**src/design/ssp_pkg.sv**
```systemverilog
// Shared types and constants for the stream statistics prime counter.
package ssp_pkg;

  localparam int unsigned CountW = 17;
  localparam logic [CountW-1:0] CountCap = CountW'(65536);
  localparam logic signed [31:0] IntMin = 32'sh8000_0000;
  localparam logic signed [31:0] IntMax = 32'sh7fff_ffff;

  typedef struct packed {
    logic signed [31:0] element;
    logic               is_last;
  } in_req_t;

  typedef struct packed {
    logic signed [31:0] odd_sum;
    logic signed [31:0] even_total;
    logic [CountW-1:0]  odd_tally;
    logic [CountW-1:0]  even_tally;
    logic signed [31:0] square_sum;
    logic signed [31:0] cube_sum;
    logic signed [31:0] largest;
    logic signed [31:0] smallest;
    logic signed [31:0] second_largest;
    logic signed [31:0] second_smallest;
    logic signed [31:0] prime_total;
    logic [CountW-1:0]  prime_tally;
  } out_req_t;

  // Controller to datapath.
  typedef struct packed {
    logic load;       // capture input, start transform
    logic mul_sq;     // compute t*t
    logic mul_cube;   // compute sq*t
    logic accum;      // fold t into statistics
    logic div_start;  // start trial-division test
    logic div_step;   // one remainder step
    logic prime_add;  // add t to prime statistics
    logic emit;       // copy statistics to output register, clear
  } ssp_cmd_t;

  // Datapath to controller.
  typedef struct packed {
    logic is_last;
    logic test_skip;    // t <= 1
    logic small_prime;  // t below 4
    logic div_done;     // remainder ready
    logic div_zero;     // remainder is zero
    logic div_over;     // next divisor squared exceeds t
  } ssp_sts_t;

endpackage

```
**src/design/ssp_stream_if.sv**
```systemverilog
// Valid/ready channel carrying one request payload.
interface ssp_stream_if #(parameter type payload_t = logic);
  logic     valid;
  logic     ready;
  payload_t data;
  modport source (output valid, output data, input ready);
  modport sink (input valid, input data, output ready);
endinterface

```
**src/design/ssp_datapath.sv**
```systemverilog
// Datapath: transform, statistics registers, serial divider, output register.
module ssp_datapath (
  input  logic              clk,
  input  logic              rst_n,
  input  logic signed [31:0] cfg_gain,
  input  ssp_pkg::in_req_t  req,
  input  ssp_pkg::ssp_cmd_t cmd,
  output ssp_pkg::ssp_sts_t sts,
  output ssp_pkg::out_req_t result
);
  import ssp_pkg::*;

  logic [31:0] t_r, sq_r, cube_r;
  logic        last_r;
  logic [31:0] sum_r;
  logic [31:0] odd_sum_r, even_sum_r, sqs_r, cubes_r, psum_r;
  logic [CountW-1:0] odd_cnt_r, even_cnt_r, pcnt_r;
  logic signed [31:0] max_r, min_r, smax_r, smin_r;
  logic [15:0] d_r;
  logic [31:0] rem_r, quo_r;
  logic [5:0]  bit_r;
  logic        busy_r;
  out_req_t    result_r;
  logic signed [31:0] s;
  logic [32:0] rtry;
  logic [31:0] rsh;
  logic [32:0] dsq_nxt;
  logic [16:0] d1;

  assign s = signed'(t_r);
  assign d1 = {1'b0, d_r} + 17'd1;
  assign dsq_nxt = 33'(d1 * d1);
  assign rsh = {rem_r[30:0], quo_r[31]};
  assign rtry = {1'b0, rsh} - {17'd0, d_r};

  function automatic logic [CountW-1:0] bump(input logic [CountW-1:0] c);
    return (c < CountCap) ? c + CountW'(1) : c;
  endfunction

  always_ff @(posedge clk) begin
    if (!rst_n) busy_r <= 1'b0;
    else if (cmd.load) busy_r <= 1'b1;
    else if (busy_r) busy_r <= 1'b0;
    if (cmd.load) begin
      sum_r  <= req.element + cfg_gain;
      last_r <= req.is_last;
    end else if (busy_r) begin
      t_r    <= sum_r * cfg_gain;
    end
    if (cmd.mul_sq) sq_r <= t_r * t_r;
    if (cmd.mul_cube) cube_r <= sq_r * t_r;
    if (cmd.div_start) begin
      d_r   <= 16'd2;
      rem_r <= '0;
      quo_r <= t_r;
      bit_r <= 6'd32;
    end else if (cmd.div_step) begin
      if (bit_r != 6'd0) begin
        rem_r <= rtry[32] ? rsh : rtry[31:0];
        quo_r <= {quo_r[30:0], 1'b0};
        bit_r <= bit_r - 6'd1;
      end else begin
        d_r   <= d1[15:0];
        rem_r <= '0;
        quo_r <= t_r;
        bit_r <= 6'd32;
      end
    end
  end

  always_ff @(posedge clk) begin
    if (!rst_n || cmd.emit) begin
      odd_sum_r <= '0; even_sum_r <= '0; sqs_r <= '0; cubes_r <= '0; psum_r <= '0;
      odd_cnt_r <= '0; even_cnt_r <= '0; pcnt_r <= '0;
      max_r <= IntMin; smax_r <= IntMin; min_r <= IntMax; smin_r <= IntMax;
    end else begin
      if (cmd.accum) begin
        if (t_r[0]) begin
          odd_sum_r <= odd_sum_r + t_r;
          odd_cnt_r <= bump(odd_cnt_r);
        end else begin
          even_sum_r <= even_sum_r + t_r;
          even_cnt_r <= bump(even_cnt_r);
        end
        sqs_r   <= sqs_r + sq_r;
        cubes_r <= cubes_r + cube_r;
        if (s > max_r) begin
          smax_r <= max_r;
          max_r  <= s;
        end else if (s < max_r && s > smax_r) begin
          smax_r <= s;
        end
        if (s < min_r) begin
          smin_r <= min_r;
          min_r  <= s;
        end else if (s > min_r && s < smin_r) begin
          smin_r <= s;
        end
      end
      if (cmd.prime_add) begin
        psum_r <= psum_r + t_r;
        pcnt_r <= bump(pcnt_r);
      end
    end
  end

  always_ff @(posedge clk) begin
    if (cmd.emit) begin
      result_r.odd_sum         <= odd_sum_r;
      result_r.even_total      <= even_sum_r;
      result_r.odd_tally       <= odd_cnt_r;
      result_r.even_tally      <= even_cnt_r;
      result_r.square_sum      <= sqs_r;
      result_r.cube_sum        <= cubes_r;
      result_r.largest         <= max_r;
      result_r.smallest        <= min_r;
      result_r.second_largest  <= smax_r;
      result_r.second_smallest <= smin_r;
      result_r.prime_total     <= psum_r;
      result_r.prime_tally     <= pcnt_r;
    end
  end

  assign result          = result_r;
  assign sts.is_last     = last_r;
  assign sts.test_skip   = s < 32'sd2;
  assign sts.small_prime = t_r < 32'd4;
  assign sts.div_done    = bit_r == 6'd0;
  assign sts.div_zero    = rem_r == 32'd0;
  assign sts.div_over    = dsq_nxt > {1'b0, t_r};
endmodule

```
**src/design/ssp_ctrl.sv**
```systemverilog
// Controller: sequences transform, accumulation, trial division and output.
module ssp_ctrl (
  input  logic              clk,
  input  logic              rst_n,
  input  logic              in_valid,
  output logic              in_ready,
  output logic              out_valid,
  input  logic              out_ready,
  input  ssp_pkg::ssp_sts_t sts,
  output ssp_pkg::ssp_cmd_t cmd
);
  import ssp_pkg::*;

  localparam logic [2:0] S_IDLE  = 3'd0;
  localparam logic [2:0] S_XFORM = 3'd1;
  localparam logic [2:0] S_SQ    = 3'd2;
  localparam logic [2:0] S_CUBE  = 3'd3;
  localparam logic [2:0] S_ACC   = 3'd4;
  localparam logic [2:0] S_DIV   = 3'd5;
  localparam logic [2:0] S_FIN   = 3'd6;

  logic [2:0] state_r, state_nxt;
  logic       ov_r, ov_nxt;
  logic       first_r, first_nxt;

  always_comb begin
    state_nxt = state_r;
    ov_nxt    = ov_r && !out_ready;
    first_nxt = first_r;
    cmd       = '0;
    in_ready  = state_r == S_IDLE;
    case (state_r)
      S_IDLE: begin
        if (in_valid) begin
          cmd.load  = 1'b1;
          state_nxt = S_XFORM;
        end
      end
      S_XFORM: state_nxt = S_SQ;
      S_SQ: begin
        cmd.mul_sq = 1'b1;
        state_nxt  = S_CUBE;
      end
      S_CUBE: begin
        cmd.mul_cube = 1'b1;
        state_nxt    = S_ACC;
      end
      S_ACC: begin
        cmd.accum     = 1'b1;
        cmd.div_start = 1'b1;
        first_nxt     = 1'b1;
        if (sts.test_skip) state_nxt = S_FIN;
        else state_nxt = S_DIV;
      end
      S_DIV: begin
        if (first_r) begin
          first_nxt = 1'b0;
          if (sts.small_prime) begin
            cmd.prime_add = 1'b1;
            state_nxt     = S_FIN;
          end else begin
            cmd.div_step = 1'b1;
          end
        end else if (!sts.div_done) begin
          cmd.div_step = 1'b1;
        end else if (sts.div_zero) begin
          state_nxt = S_FIN;
        end else if (sts.div_over) begin
          cmd.prime_add = 1'b1;
          state_nxt     = S_FIN;
        end else begin
          cmd.div_step = 1'b1;
        end
      end
      S_FIN: begin
        if (!sts.is_last) begin
          state_nxt = S_IDLE;
        end else if (!ov_r || out_ready) begin
          cmd.emit  = 1'b1;
          ov_nxt    = 1'b1;
          state_nxt = S_IDLE;
        end
      end
      default: state_nxt = S_IDLE;
    endcase
  end

  always_ff @(posedge clk) begin
    if (!rst_n) begin
      state_r <= S_IDLE;
      ov_r    <= 1'b0;
      first_r <= 1'b0;
    end else begin
      state_r <= state_nxt;
      ov_r    <= ov_nxt;
      first_r <= first_nxt;
    end
  end

  assign out_valid = ov_r;
endmodule

```
**src/design/stream_statistics_prime_count.sv**
```systemverilog
// Top level: stream statistics with trial-division prime counting.
// Timing: t <= 1 skips the prime test, t of 2 or 3 counts as prime at once,
// else trial division by each divisor in turn, plus any pending-result wait.
// Throughput: one request at a time; the serial remainder unit (one bit per
// cycle) sets the rate for large primes.
// Reset: synchronous active-low rst_n clears statistics, gain and control.
module stream_statistics_prime_count (
  input  logic         clk,
  input  logic         rst_n,
  input  logic         cfg_we,
  input  logic [31:0]  cfg_wdata,
  ssp_stream_if.sink   in_ch,
  ssp_stream_if.source out_ch
);
  import ssp_pkg::*;

  logic signed [31:0] gain_r;
  ssp_cmd_t cmd;
  ssp_sts_t sts;

  always_ff @(posedge clk) begin
    if (!rst_n) gain_r <= '0;
    else if (cfg_we) gain_r <= cfg_wdata;
  end

  ssp_ctrl u_ctrl (
    .clk(clk), .rst_n(rst_n),
    .in_valid(in_ch.valid), .in_ready(in_ch.ready),
    .out_valid(out_ch.valid), .out_ready(out_ch.ready),
    .sts(sts), .cmd(cmd)
  );

  ssp_datapath u_dp (
    .clk(clk), .rst_n(rst_n), .cfg_gain(gain_r),
    .req(in_ch.data), .cmd(cmd), .sts(sts), .result(out_ch.data)
  );
endmodule
```
**src/flat_wrapper.sv**
```systemverilog
// flat-port wrapper written by rule: the top's interface ports become plain ports
module stream_statistics_prime_count_flat import ssp_pkg::*;
  (clk, rst_n, cfg_we, cfg_wdata, in_ch_valid, in_ch_data, in_ch_ready, out_ch_valid, out_ch_data, out_ch_ready);
  ssp_stream_if in_ch_i ();
  ssp_stream_if out_ch_i ();
  input  logic clk;
  input  logic rst_n;
  input  logic cfg_we;
  input  logic [31:0] cfg_wdata;
  input wire logic [$bits(in_ch_i.valid)-1:0] in_ch_valid;
  input wire logic [$bits(in_ch_i.data)-1:0] in_ch_data;
  output wire logic [$bits(in_ch_i.ready)-1:0] in_ch_ready;
  output wire logic [$bits(out_ch_i.valid)-1:0] out_ch_valid;
  output wire logic [$bits(out_ch_i.data)-1:0] out_ch_data;
  input wire logic [$bits(out_ch_i.ready)-1:0] out_ch_ready;
  assign in_ch_i.valid = in_ch_valid;
  assign in_ch_i.data = in_ch_data;
  assign in_ch_ready = in_ch_i.ready;
  assign out_ch_valid = out_ch_i.valid;
  assign out_ch_data = out_ch_i.data;
  assign out_ch_i.ready = out_ch_ready;
  stream_statistics_prime_count u_core (.clk(clk), .rst_n(rst_n), .cfg_we(cfg_we), .cfg_wdata(cfg_wdata), .in_ch(in_ch_i), .out_ch(out_ch_i));
endmodule
```
**config.mk**
```make
export PLATFORM = sky130hd
export DESIGN_NAME = stream_statistics_prime_count_flat
export DESIGN_NICKNAME = d
export VERILOG_FILES = /design/src/design/ssp_pkg.sv /design/src/design/ssp_stream_if.sv /design/src/design/ssp_datapath.sv /design/src/design/ssp_ctrl.sv /design/src/design/stream_statistics_prime_count.sv /design/src/flat_wrapper.sv
export SDC_FILE = /design/constraint.sdc
export NUM_CORES = 2
export LEC_CHECK = 0
export ABC_AREA = 1
export BUFFER_PORTS_ARGS = -buffer_cell sky130_fd_sc_hd__buf_2
export CORE_ASPECT_RATIO = 0.9
export CORE_MARGIN = 1
export CORE_UTILIZATION = 60
export DETAILED_ROUTE_END_ITERATION = 16
export PLACE_DENSITY_LB_ADDON = 0.2
export SLEW_MARGIN = 15
export SYNTH_ARGS = -nofsm -noshare
export SYNTH_HDL_FRONTEND = slang
export SYNTH_HIERARCHICAL = 1
export SYNTH_SLANG_ARGS = --single-unit
```
**constraint.sdc**
```tcl
create_clock -name clk -period 29.7 [get_ports clk]
set_clock_uncertainty 0.15 [all_clocks]
set_input_delay 2.97 -clock clk [delete_from_list [all_inputs] [get_ports clk]]
set_output_delay 2.97 -clock clk [all_outputs]
set_load 0.05 [all_outputs]
```
After elaboration in Yosys (flattened, before gate mapping)
Index checks and enable logic that the tools add are counted.
Cells by class
  add/subtract/negate cells: 4
  $mul: 2
  order comparisons: 4
  eq/ne operators: 11
  multiplexer cells: 36
  bitwise logic cells: 2
  reductions and logical operators: 16
Operators with widths (number)
  $mux 32: 5
  $lt 32x3->1 const B: 2
  $gt 33x32->1: 1
  $mul 17x17->33: 1
  $sub 32x16->33: 1
  $logic_not 32->1: 1
  $mul 32x32->32: 1
  $mux 3: 8
  $pmux 3 s7: 1
  $add 16x1->17 const B: 1
  $add 17x1->17 const B: 1
  $lt 17x17->1 const B: 1
  $mux 1: 16
  $eq 3x3->1 const B: 3
  $mux 2: 4
  $eq 3x2->1 const B: 2
  $logic_not 6->1: 1
  $mux 6: 1
  $ne 3x3->1 const B: 2
  $reduce_and 2->1: 3
  $reduce_bool 6->1: 1
  $sub 6x1->6 const B: 1
  $reduce_and 5->1: 1
  $ne 4x2->1 const B: 1
  10 further kinds: 15
Word-level totals
  bits in registers: 207
  output and inout port bits: 3
  logic and storage cells: 89

Longest topological paths before layout
  word-level depth: 10
  gate-level depth with buffers: 63
  gate-level depth less buffers: 63

Cells and area by module
Netlist, hierarchy kept.
By module, submodules not included
  ssp_datapath: times used 1, cells each 12461, area each 101342.2 um^2
  stream_statistics_prime_count: times used 1, cells each 203, area each 1338.8 um^2
  ssp_ctrl: times used 1, cells each 70, area each 430.4 um^2

Worst setup path after synthesis
OpenSTA, ideal clock, no wires.
  path kind: input to register
  from: input port out_ch_ready
  to: register, netlist name u_core/u_dp/cubes_r[10]
  data arrival time: 20923 ps
  setup slack: 8511 ps
  stages on the path: 11
  path buffers: 2
  path through: inv_1 nand2_1 inv_1 nor2_1 nor2_1 inv_2 clkbuf_1 clkbuf_1 nor2_1 o21ai_0 inv_1
RTL lines
  from (decl): line flat_wrapper.sv:15  | input wire logic [$bits(out_ch_i.ready)-1:0] out_ch_ready;

==> impl_metrics.env <==
export IMPL_portBuffers=40
export IMPL_critPathLaunchType="flop"
export IMPL_cp_data_arrival_time_ps=11840
export IMPL_worst_ep_required_time_ps=30000
export IMPL_postSynthCellCount=4783
export IMPL_syn_avg_cell_area_um2=7.66
export IMPL_drcViolationCount=0
export IMPL_setup_violations=0
export IMPL_dr_total_vias=29500
export IMPL_cts_buffer_depth=3
export IMPL_tightest_slew_ps=1050
export IMPL_initial_core_util_pct=61.0
export IMPL_synth_cell_area_um2=36600
export IMPL_die_height_um=236
export IMPL_status="finished, final reports clean"
export IMPL_drive_above_1_share_pct=3.29
export IMPL_rsz0062_at_grt="false"
export IMPL_cap_violations=0
export IMPL_period_share_pct=38.8
export IMPL_fillCellCount=5311
export IMPL_cts_buffers=24
export IMPL_antenna_found_initial=0
export IMPL_dp_slack_ps=18320
export IMPL_postCtsSetupBuffers=0
export IMPL_cts_clk_slew_worst_paths_ps=70
export IMPL_fin_crit_ps=11540
export IMPL_antenna_left=0
export IMPL_grt_usage_pct=31.1
export IMPL_cts_sinks=207
export IMPL_grt_pass1_wl_um=153000
export IMPL_pin_count=41
export IMPL_holdBufCountCts=0
export IMPL_setup_tns_ps=0
export IMPL_gp_congestion=0.942
export IMPL_rows=85
export IMPL_diodes=0
export IMPL_dp_hpwl_um=75300
export IMPL_setup_ws_ps=18160
export IMPL_cts_htree_levels=1
export IMPL_grt_overflow_total=0
export IMPL_dieArea_um2=62000
export IMPL_finalWirelength_um=94200
export IMPL_crit_type="flop to flop"
export IMPL_fin_nets=5699
export IMPL_cts_tree="done"
export IMPL_dr_pass1_iters=5
export IMPL_max_freq_ghz=0.0867
export IMPL_core_region_area_um2=60100
export IMPL_drv_slew=0
export IMPL_syn_to_final_growth_pct=4.56
export IMPL_root_buffer="clkbuf_16"
export IMPL_grt_max_degree=65
export IMPL_drt_iter0_drc=2280
export IMPL_die_width_um=262
export IMPL_cp_common_cell="nand2_1"
export IMPL_crit_fanout=26
export IMPL_cts_resized=0
export IMPL_hold_violations=0
export IMPL_grt_pass1_vias=29500
export IMPL_via_per_inst=5.32
export IMPL_hp_class="flop to flop"
export IMPL_yosysWarnings=6
export IMPL_routedWlPerCell_um=17.0
export IMPL_clk_latency_ps=560
export IMPL_slew_headroom_pct=29.7
export IMPL_slowest_stage="dfxtp_1"
export IMPL_cp_end_kind="flop"
export IMPL_max_stage_delay_ps=850
## metrics by stage
| step | cell area, µm² | hold slack (ps) | utilization, % | std cells |
|---|---|---|---|---|
| finish | 38300 | 305 | 63.7 | 5553 |
| global route | 38300 | 329 | 63.7 | 5553 |
| CTS | 38300 | 306 | 63.7 | 5553 |
| detailed placement | 37500 | 294 | 62.5 | 5510 |
| global placement | 37500 | 288 | 62.5 | 5510 |
| floorplan | 36800 | 278 | - | 4825 |
## final timing paths
check | from | cells past startpoint | to | slack, ps
worst min register to register | u_core/u_dp/rem_r[31] | 2 | u_core/u_dp/rem_r[31] | 300
worst max register to register | u_core/u_dp/d_r[0] | 53 | u_core/u_dp/pcnt_r[15] | 18160
worst min-delay path | u_core/u_dp/rem_r[31] | 2 | u_core/u_dp/rem_r[31] | 300
worst max-delay path | u_core/u_dp/d_r[0] | 53 | u_core/u_dp/pcnt_r[15] | 18160
## state kept, by name, summed over array words and instances (netlist names)
| signal | cells |
|---|---|
| u_core/u_ctrl/first_r | 1 |
| u_core/u_dp/sum_r | 32 |
| u_core/u_dp/quo_r | 32 |
| u_core/u_dp/last_r | 1 |
| u_core/u_ctrl/out_valid | 1 |
| u_core/u_ctrl/state_r | 3 |
| u_core/u_dp/rem_r | 32 |
| u_core/u_dp/pcnt_r | 17 |
| u_core/u_dp/busy_r | 1 |
| u_core/u_dp/bit_r | 6 |
| u_core/u_dp/result | 1 |
| u_core/u_dp/d_r | 16 |
| u_core/u_dp/s | 32 |
| u_core/gain_r | 32 |
## cell type report
cell class                      count  area, µm²  share of cell area [%]
Clock buffer                       26        629                    1.64
Clock inverter                     17        134                   0.350
Inverter                         1284       4820                    12.6
Multi-Input combinational cell   3149      26100                    68.0
Sequential cell                   207       5120                    13.4
Tap cell                          783        980                    2.56
Timing Repair Buffer               87        553                    1.44
## routing by layer
layer  wire [µm]  global-route usage (%)
met3        7310                    4.59
met2       43100                    50.9
met5           0                       0
met1       41100                    43.6
met4        2620                    7.77
## worst max-delay path: cells and delay by family (launching register included)
| family | cells | cell delay (ps) |
|---|---|---|
| adders and majority gates | 8 | 3660 |
| buffers and inverters | 6 | 570 |
| and+or+nand+nor | 29 | 4420 |
| DFF | 1 | 850 |
| xor gates and xnor gates | 1 | 150 |
| AOI/OAI and AO/OA | 9 | 1570 |
## cell usage in the layout, fill, tap and decap left out, drive strengths merged, types with 26 or more instances in the layout
cell type  instances
xnor2             40
o21ai            150
dfxtp            109
ha               307
conb              45
xor2              85
buf               87
nand3            125
nand2           1103
o22ai             27
nor2             345
clkbuf            26
a21oi            157
nand4             29
nor3              38
edfxtp            98
inv             1279
fa               601
Power is not shown: default switching activity piles up to over one toggle a cycle in this logic, so the estimate is an artifact.
